==> config.mk <==
export PLATFORM = sky130hd
export DESIGN_NAME = rms_vu_level_envelope_top
export DESIGN_NICKNAME = d
export VERILOG_FILES = /design/src/rmsvu_pkg.sv /design/src/rmsvu_ctrl.sv /design/src/rmsvu_dp.sv /design/src/rms_vu_level_envelope_top.sv
export SDC_FILE = /design/constraint.sdc
export NUM_CORES = 2
export LEC_CHECK = 0
export ABC_AREA = 1
export BUFFER_PORTS_ARGS = -buffer_cell sky130_fd_sc_hd__buf_2
export CAP_MARGIN = 0
export CORE_MARGIN = 2
export CORE_UTILIZATION = 54
export DETAILED_ROUTE_END_ITERATION = 10
export PLACE_DENSITY = 0.8
export SYNTH_ARGS = -nofsm -noshare
export SYNTH_HDL_FRONTEND = slang
export SYNTH_SLANG_ARGS = --single-unit
==> constraint.sdc <==
create_clock -name clk -period 13 [get_ports clk]
set_input_delay 1.3 -clock clk [delete_from_list [all_inputs] [get_ports clk]]
set_output_delay 1.3 -clock clk [all_outputs]
set_load 0.01 [all_outputs]
==> src/rmsvu_pkg.sv <==
package rmsvu_pkg;

	localparam int SAMPLE_W   = 16;
	localparam int ENV_W      = 16;
	localparam int GAIN_W     = 12;
	localparam int CFG_W      = 16;
	localparam int COL_W      = 8;
	localparam int LUT_SIZE   = 256;
	localparam int MAX_BUFFER = 4096;

	localparam int CNT_W   = $clog2(MAX_BUFFER + 1);
	// A square of a signed sample is at most 2^(2*SAMPLE_W-2).
	localparam int SQ_W    = 2 * SAMPLE_W - 1;
	localparam int SUM_W   = SQ_W + $clog2(MAX_BUFFER);
	localparam int ROOT_W  = SAMPLE_W;
	localparam int RAD_W   = 2 * ROOT_W;
	localparam int QUO_W   = (SUM_W > RAD_W) ? SUM_W : RAD_W;
	localparam int LPROD_W = ROOT_W + GAIN_W;
	localparam int LVL_SHIFT = 7;
	localparam int LUT_W   = $clog2(LUT_SIZE);
	localparam int STEP_W  = $clog2(QUO_W);

	localparam logic [STEP_W-1:0] DIV_LAST  = STEP_W'(QUO_W - 1);
	localparam logic [STEP_W-1:0] SQRT_LAST = STEP_W'(ROOT_W - 1);
	localparam logic [CNT_W-1:0]  CNT_MAX   = CNT_W'(MAX_BUFFER);
	localparam logic [ENV_W-1:0]  ENV_MAX   = {ENV_W{1'b1}};
	localparam logic [LUT_W-1:0]  LUT_MAX   = LUT_W'(LUT_SIZE - 1);

	localparam logic [GAIN_W-1:0] GAIN_RST   = GAIN_W'(768);
	localparam logic [ENV_W-1:0]  ATTACK_RST = ENV_W'(58982);
	localparam logic [ENV_W-1:0]  DECAY_RST  = ENV_W'(3277);

	typedef enum logic [1:0] {
		CFG_GAIN         = 2'd0,
		CFG_ATTACK_COEFF = 2'd1,
		CFG_DECAY_COEFF  = 2'd2
	} cfg_idx_t;

	typedef struct packed {
		logic accept;
		logic acc;
		logic div_step;
		logic sqrt_step;
		logic mul;
		logic lvl;
		logic emul;
		logic upd;
		logic load_out;
	} cmd_t;

	typedef struct packed {
		logic last;
	} stat_t;

endpackage

==> src/rmsvu_ctrl.sv <==
module rmsvu_ctrl (
	input  logic                 clk,
	input  logic                 arst_n,
	input  logic                 s_tvalid,
	output logic                 s_tready,
	output logic                 m_tvalid,
	input  logic                 m_tready,
	output rmsvu_pkg::cmd_t      cmd,
	input  rmsvu_pkg::stat_t     stat
);

	typedef enum logic [8:0] {
		ST_IDLE = 9'b000000001,
		ST_ACC  = 9'b000000010,
		ST_DIV  = 9'b000000100,
		ST_SQRT = 9'b000001000,
		ST_MUL  = 9'b000010000,
		ST_LVL  = 9'b000100000,
		ST_EMUL = 9'b001000000,
		ST_UPD  = 9'b010000000,
		ST_OUT  = 9'b100000000
	} state_t;

	state_t                        state_q, state_d;
	logic [rmsvu_pkg::STEP_W-1:0]  step_q, step_d;
	logic                          out_valid_q;

	assign s_tready = (state_q == ST_IDLE);
	assign m_tvalid = out_valid_q;

	always_comb begin
		state_d = state_q;
		step_d  = step_q;
		cmd     = '0;
		unique case (state_q)
			ST_IDLE: begin
				if (s_tvalid) begin
					cmd.accept = 1'b1;
					state_d    = ST_ACC;
				end
			end
			ST_ACC: begin
				cmd.acc = 1'b1;
				step_d  = '0;
				state_d = stat.last ? ST_DIV : ST_IDLE;
			end
			ST_DIV: begin
				cmd.div_step = 1'b1;
				if (step_q == rmsvu_pkg::DIV_LAST) begin
					step_d  = '0;
					state_d = ST_SQRT;
				end else begin
					step_d = step_q + 1'b1;
				end
			end
			ST_SQRT: begin
				cmd.sqrt_step = 1'b1;
				if (step_q == rmsvu_pkg::SQRT_LAST) begin
					step_d  = '0;
					state_d = ST_MUL;
				end else begin
					step_d = step_q + 1'b1;
				end
			end
			ST_MUL: begin
				cmd.mul = 1'b1;
				state_d = ST_LVL;
			end
			ST_LVL: begin
				cmd.lvl = 1'b1;
				state_d = ST_EMUL;
			end
			ST_EMUL: begin
				cmd.emul = 1'b1;
				state_d  = ST_UPD;
			end
			ST_UPD: begin
				cmd.upd = 1'b1;
				state_d = ST_OUT;
			end
			ST_OUT: begin
				// The output register must be free or emptying this cycle.
				if (!out_valid_q || m_tready) begin
					cmd.load_out = 1'b1;
					state_d      = ST_IDLE;
				end
			end
			default: begin
				state_d = ST_IDLE;
			end
		endcase
	end

	always_ff @(posedge clk or negedge arst_n) begin
		if (!arst_n) begin
			state_q     <= ST_IDLE;
			step_q      <= '0;
			out_valid_q <= 1'b0;
		end else begin
			state_q <= state_d;
			step_q  <= step_d;
			if (cmd.load_out) begin
				out_valid_q <= 1'b1;
			end else if (m_tready) begin
				out_valid_q <= 1'b0;
			end
		end
	end

endmodule

==> src/rmsvu_dp.sv <==
module rmsvu_dp (
	input  logic                             clk,
	input  logic                             arst_n,
	input  rmsvu_pkg::cmd_t                  cmd,
	output rmsvu_pkg::stat_t                 stat,
	input  logic [rmsvu_pkg::SAMPLE_W-1:0]   sample,
	input  logic                             last,
	input  logic                             cfg_we,
	input  logic [1:0]                       cfg_index,
	input  logic [rmsvu_pkg::CFG_W-1:0]      cfg_data,
	output logic [rmsvu_pkg::ENV_W-1:0]      envelope_level,
	output logic [rmsvu_pkg::COL_W-1:0]      colour_index
);

	localparam int ENV_W  = rmsvu_pkg::ENV_W;
	localparam int ROOT_W = rmsvu_pkg::ROOT_W;
	localparam int CNT_W  = rmsvu_pkg::CNT_W;
	localparam int QUO_W  = rmsvu_pkg::QUO_W;
	localparam int SUM_W  = rmsvu_pkg::SUM_W;

	// Configuration registers.
	logic [rmsvu_pkg::GAIN_W-1:0] gain_q;
	logic [ENV_W-1:0]             attack_q;
	logic [ENV_W-1:0]             decay_q;

	// Accumulation.
	logic [rmsvu_pkg::SQ_W-1:0]   sq_s1;
	logic                         last_q;
	logic [SUM_W-1:0]             sum_q, sum_nxt;
	logic [CNT_W-1:0]             cnt_q, cnt_nxt;
	logic signed [2*rmsvu_pkg::SAMPLE_W-1:0] sq_full;

	// Shared quotient / radicand shift register, divider and root remainders.
	logic [QUO_W-1:0]             quo_q;
	logic [CNT_W-1:0]             rem_q;
	logic [ROOT_W:0]              sr_q;
	logic [ROOT_W-1:0]            root_q;
	logic                         zcnt_q;

	logic [CNT_W:0]               div_trial;
	logic                         div_ge;
	logic [ROOT_W+2:0]            sq_part;
	logic [ROOT_W+2:0]            sq_trial;
	logic                         sq_ge;

	// Level and envelope.
	logic [rmsvu_pkg::LPROD_W-1:0] lprod_q;
	logic [rmsvu_pkg::LPROD_W-1:0] lshift;
	logic [ROOT_W-1:0]             rms;
	logic [ENV_W-1:0]              level_q;
	logic [ENV_W-1:0]              env_q;
	logic [ENV_W-1:0]              alpha;
	logic signed [ENV_W:0]         diff;
	logic signed [2*ENV_W+1:0]     eprod_q;
	logic signed [ENV_W+1:0]       step;
	logic signed [ENV_W+2:0]       env_new;
	logic [ENV_W+rmsvu_pkg::LUT_W-1:0] col_prod;

	logic [ENV_W-1:0]             out_env_q;
	logic [rmsvu_pkg::COL_W-1:0]  out_col_q;

	assign stat.last = last_q;

	assign sq_full = $signed(sample) * $signed(sample);

	always_comb begin
		if (cnt_q < rmsvu_pkg::CNT_MAX) begin
			sum_nxt = sum_q + SUM_W'(sq_s1);
			cnt_nxt = cnt_q + 1'b1;
		end else begin
			sum_nxt = sum_q;
			cnt_nxt = cnt_q;
		end
	end

	// One restoring division step: quotient bits shift in at the bottom.
	assign div_trial = {rem_q, quo_q[QUO_W-1]};
	assign div_ge    = (div_trial >= {1'b0, cnt_q});

	// One digit of the square root: two radicand bits at a time.
	assign sq_part  = {sr_q, quo_q[rmsvu_pkg::RAD_W-1 -: 2]};
	assign sq_trial = {1'b0, root_q, 2'b01};
	assign sq_ge    = (sq_part >= sq_trial);

	assign rms    = zcnt_q ? '0 : root_q;
	assign lshift = lprod_q >> rmsvu_pkg::LVL_SHIFT;

	assign alpha = (level_q > env_q) ? attack_q : decay_q;
	assign diff  = $signed({1'b0, level_q}) - $signed({1'b0, env_q});

	// Arithmetic shift gives the floor also for a negative product.
	assign step    = $signed(eprod_q[2*ENV_W+1:ENV_W]);
	assign env_new = $signed({3'b000, env_q}) + $signed({step[ENV_W+1], step});

	assign col_prod = env_q * rmsvu_pkg::LUT_MAX;

	assign envelope_level = out_env_q;
	assign colour_index   = out_col_q;

	always_ff @(posedge clk or negedge arst_n) begin
		if (!arst_n) begin
			gain_q   <= rmsvu_pkg::GAIN_RST;
			attack_q <= rmsvu_pkg::ATTACK_RST;
			decay_q  <= rmsvu_pkg::DECAY_RST;
		end else if (cfg_we) begin
			unique case (cfg_index)
				rmsvu_pkg::CFG_GAIN:         gain_q   <= cfg_data[rmsvu_pkg::GAIN_W-1:0];
				rmsvu_pkg::CFG_ATTACK_COEFF: attack_q <= cfg_data[ENV_W-1:0];
				rmsvu_pkg::CFG_DECAY_COEFF:  decay_q  <= cfg_data[ENV_W-1:0];
				default: begin
				end
			endcase
		end
	end

	always_ff @(posedge clk or negedge arst_n) begin
		if (!arst_n) begin
			sum_q <= '0;
			cnt_q <= '0;
			env_q <= '0;
		end else begin
			if (cmd.acc) begin
				sum_q <= sum_nxt;
				cnt_q <= cnt_nxt;
			end else if (cmd.load_out) begin
				sum_q <= '0;
				cnt_q <= '0;
			end
			if (cmd.upd) begin
				if (env_new < 0) begin
					env_q <= '0;
				end else if (env_new > $signed({3'b000, rmsvu_pkg::ENV_MAX})) begin
					env_q <= rmsvu_pkg::ENV_MAX;
				end else begin
					env_q <= env_new[ENV_W-1:0];
				end
			end
		end
	end

	always_ff @(posedge clk) begin
		if (cmd.accept) begin
			sq_s1  <= sq_full[rmsvu_pkg::SQ_W-1:0];
			last_q <= last;
		end
		if (cmd.acc) begin
			quo_q  <= QUO_W'(sum_nxt);
			rem_q  <= '0;
			sr_q   <= '0;
			root_q <= '0;
			zcnt_q <= (cnt_nxt == '0);
		end
		if (cmd.div_step) begin
			rem_q <= div_ge ? CNT_W'(div_trial - {1'b0, cnt_q}) : CNT_W'(div_trial);
			quo_q <= {quo_q[QUO_W-2:0], div_ge};
		end
		if (cmd.sqrt_step) begin
			sr_q   <= sq_ge ? (ROOT_W+1)'(sq_part - sq_trial) : (ROOT_W+1)'(sq_part);
			root_q <= {root_q[ROOT_W-2:0], sq_ge};
			quo_q  <= quo_q << 2;
		end
		if (cmd.mul) begin
			lprod_q <= rms * gain_q;
		end
		if (cmd.lvl) begin
			if (lshift > rmsvu_pkg::LPROD_W'(rmsvu_pkg::ENV_MAX)) begin
				level_q <= rmsvu_pkg::ENV_MAX;
			end else begin
				level_q <= lshift[ENV_W-1:0];
			end
		end
		if (cmd.emul) begin
			eprod_q <= $signed({1'b0, alpha}) * diff;
		end
		if (cmd.load_out) begin
			out_env_q <= env_q;
			out_col_q <= rmsvu_pkg::COL_W'(col_prod >> ENV_W);
		end
	end

endmodule

==> src/rms_vu_level_envelope_top.sv <==
// A closing sample shows its result on m_tvalid after the divide, root, gain and smoothing steps.
// No new sample is taken until the previous one is through, and a closing sample holds the input
// off through the one-bit-per-cycle divider over the 43-bit sum and the 16-step square root.
// A finished result waits in the output register while the next buffer is accumulated.
// Reset (arst_n low, asynchronous): sum, count and envelope clear to zero, the
// registers return to gain 6.0, attack 0.9 and decay 0.05, and no result is pending.
module rms_vu_level_envelope_top (
	input  logic        clk,
	input  logic        arst_n,
	// Sample stream.
	input  logic        s_tvalid,
	output logic        s_tready,
	input  logic [15:0] s_tdata,   // [15:0] sample (signed)
	input  logic        s_tlast,   // last sample of a buffer
	// Result stream.
	output logic        m_tvalid,
	input  logic        m_tready,
	output logic [23:0] m_tdata,   // [15:0] envelope_level, [23:16] colour_index
	// Register writes: 0 gain, 1 attack_coeff, 2 decay_coeff.
	input  logic        cfg_we,
	input  logic [1:0]  cfg_index,
	input  logic [15:0] cfg_data
);

	// The controller takes each sample through accumulate, and a closing one on through divide,
	// square root, gain, smoothing and output load. The datapath holds all the
	// arithmetic and the configuration registers, and reports only whether the
	// accepted sample closed its buffer.
	rmsvu_pkg::cmd_t                   cmd;
	rmsvu_pkg::stat_t                  stat;
	logic [rmsvu_pkg::ENV_W-1:0]       envelope_level;
	logic [rmsvu_pkg::COL_W-1:0]       colour_index;

	rmsvu_ctrl u_ctrl (
		.clk      (clk),
		.arst_n   (arst_n),
		.s_tvalid (s_tvalid),
		.s_tready (s_tready),
		.m_tvalid (m_tvalid),
		.m_tready (m_tready),
		.cmd      (cmd),
		.stat     (stat)
	);

	// The square of each sample is registered on acceptance and added to the
	// running sum in the following cycle. Samples past the buffer limit are
	// dropped, but a closing mark on one of them still ends the buffer.
	rmsvu_dp u_dp (
		.clk            (clk),
		.arst_n         (arst_n),
		.cmd            (cmd),
		.stat           (stat),
		.sample         (s_tdata),
		.last           (s_tlast),
		.cfg_we         (cfg_we),
		.cfg_index      (cfg_index),
		.cfg_data       (cfg_data),
		.envelope_level (envelope_level),
		.colour_index   (colour_index)
	);

	// Result fields packed from the lowest bit up.
	assign m_tdata = {colour_index, envelope_level};

endmodule

==> out/results.ini <==
[floorplanning]
io_pins=66
die_area_sq_um=86200
dieHeight_um=294
rows=106
die_w_um=294
initial_core_util_pct=54.3
fp.coreArea_sq_um=83400

[worst_hold_path]
hold_start=u_dp.lprod_q[9]
holdCritPathClass=flop to flop

[placed_design]
dpl_cell_area_sq_um=46600
numPortBuffers=65
placed_cells=6423
gp_congestion=0.972
hpwlAfterDp_um=88500

[finish]
drive_gt1_share_pct=5.06
final_area_sq_um=48000
synthToLayoutAreaGrowth_pct=6.04
finalNetCount=6482
diodes=0
layout.cells.non_filler=6497

[timing]
hold_viol=0
post-route-min-period_ns=8.59
period_share_pct=66.1
rsz0062_at_grt=false
fmax_mhz=116
tightest_slew_ns=1.17
finalSetupTns_ns=0
skew_ns=0.0247
timing.slew.headroom_pct=21.9
drv_slew=0
setup_viol_count_final=0

[synth]
ys_seq_elements=332
synth_ff_type=edfxtp_1
syn_nets=6494
synth_top_area_cell=fa_1
synth_cell_type_count=65
synthArstFlopShare_pct=39.8
syn_area_sq_um=45300
synthTopCellsByArea=fa_1, edfxtp_1, ha_1
syn_area_per_cell_sq_um=8.40
synth_seq_area_share_pct=20.6
yosys_warnings=0
synth_edf_count=198
synth_top_area_share_pct=28.8
synth_cells=5397

[grt]
grt_pass1_wl_um=181000
grt_overflow=0
track_usage_pct=25.9
antenna_found_initial=0
grt_start_max_net_pins=78
grt_pass1_vias=36100

[worst_setup_path]
cpMaxStageDelayCell=nand2_2
regToRegStartpoint=u_dp.env_q[15]
cp-start-kind=flop
worst_path_most_repeated_cell=fa_1
critPathMaxStageDelay_ns=0.80
cp.arrival_ns=8.93
cp_max_fo=29
endpoint_kind=flop
startpoint=u_dp.env_q[15]
crit_type=flop to flop
cp.required_ns=13.34

[clock_tree]
clock-sinks=332
holdBufCountCts=0
htreeDepth=2
clock_path_buffers=3
cts_root_buf=clkbuf_16
clk_latency_ns=0.59
clk_pin_slew_ns=0.07
cts_tree=built
post_cts_resized=0
numCtsBuffers=40
postCtsSetupRepairBufs=0

[job]
max_cap_violations=0

[drt]
first_pass_iters=6
vias=35400
detail-route-antenna-nets=0
vias_per_cell=5.46
drtIter0Drc=3002
routed_wl_um=110000
drc=0
wl_per_cell_um=16.9

[outcome]
outcome=finished clean

cell families (layout without fill, tap and decap cells):
family                     count (synthesis)  count (layout)  synth area share [%]
adders and majority gates               1057            1057                  40.0
xor gates and xnor gates                 163             163                  3.20
buffers and inverters                   1398            1418                  11.8
AOI/OAI and AO/OA                        713             713                  9.01
DFF                                      332             332                  20.6
and+or+nand+nor                         1734            1734                  15.5
cell type report:
| cell class | count | area [sq um] |
|---|---|---|
| Timing Repair Buffer | 84 | 474 |
| Multi-Input combinational cell | 3667 | 30700 |
| Inverter | 1260 | 4730 |
| Sequential cell | 332 | 9310 |
| Fill cell | 7202 | 35400 |
| Clock buffer | 51 | 1130 |
| Clock inverter | 23 | 349 |
| Tap cell | 1080 | 1350 |
metrics by stage:
stage	setup slack [ns]	hold slack (ns)	utilization (%)
finish	4.41	0.487	57.6
floorplan	6.07	0.445	-
global placement	4.79	0.467	55.8
detailed placement	4.49	0.480	55.8
CTS	4.42	0.494	57.6
global route	3.84	0.514	57.6
cell usage in the layout, fill, tap and decap left out, types with 58 or more instances in the layout:
cell      count
a21oi_1     251
nand2_1    1014
buf_2        64
nand3_1     127
xor2_1       99
fa_1        651
ha_1        406
xnor2_1      58
edfxtp_1    198
dfrtp_1     113
inv_1      1232
o21ai_0     288
nor2_1      458
critical path, delay by kind of cell (launching register included):
kind / cells / cell delay (ns)
adders and majority gates: 8 / 3.63
and+or+nand+nor: 11 / 1.95
AOI/OAI and AO/OA: 6 / 1.52
DFF: 1 / 0.60
buffers and inverters: 6 / 0.59
path summary, 6_finish.rpt:
check,endpoint,slack [ns],cells after the start
max in group asynchronous,u_ctrl.m_tvalid,10.88,2
min,u_dp.level_q[2],0.49,2
max reg2reg,u_dp.eprod_q[32],4.41,31
min in group asynchronous,u_dp.attack_q[3],0.76,1
max,u_dp.eprod_q[32],4.41,31
min reg2reg,u_dp.level_q[2],0.49,2
metal layers:
metal | track usage (%) | vias up | routed length, um
li1 | - | 16600 | -
met1 | 35.6 | 17300 | 46600
met2 | 43.7 | 1266 | 52800
met3 | 3.05 | 217 | 7610
met4 | 7.23 | 0 | 3090
met5 | 0 | - | 0
registers in the layout, indices dropped and copies added, names as in the netlist, 6 cells and up:
name                 count
u_dp.root_q             16
u_dp.sq_s1              30
u_ctrl.state_q           9
u_dp.gain_q             12
u_dp.quo_q              43
u_dp.sum_q              43
u_dp.attack_q           16
u_dp.lprod_q            21
u_dp.envelope_level     16
u_dp.sr_q               17
u_dp.colour_index        8
u_dp.env_q              16
u_dp.level_q            16
u_dp.eprod_q            18
u_dp.decay_q            16
u_dp.cnt_q              13
u_dp.rem_q              13
u_ctrl.step_q            6
cell usage after synthesis (all sizes together), types with 4 or more instances:
| cell type | instances |
|---|---|
| o21a | 11 |
| nand3 | 129 |
| a21boi | 6 |
| a21o | 18 |
| clkbuf | 105 |
| a221oi | 5 |
| nand4 | 23 |
| a211oi | 13 |
| nor4 | 21 |
| buf | 33 |
| dfrtp | 113 |
| o211ai | 12 |
| o2111ai | 4 |
| dfstp | 19 |
| inv | 1255 |
| o21bai | 7 |
| o221ai | 5 |
| fa | 651 |
| o31ai | 6 |
| ha | 406 |
| xor2 | 101 |
| nor2 | 465 |
| a21oi | 253 |
| edfxtp | 198 |
| xnor2 | 62 |
| o22ai | 29 |
| a31oi | 13 |
| nor3 | 43 |
| nand2 | 1033 |
| clkinv | 5 |
| or2 | 15 |
| o21ai | 321 |
Power is left out: the tool's default activity adds up to more than one toggle a clock period on the data nets, which glitch-free logic cannot reach.
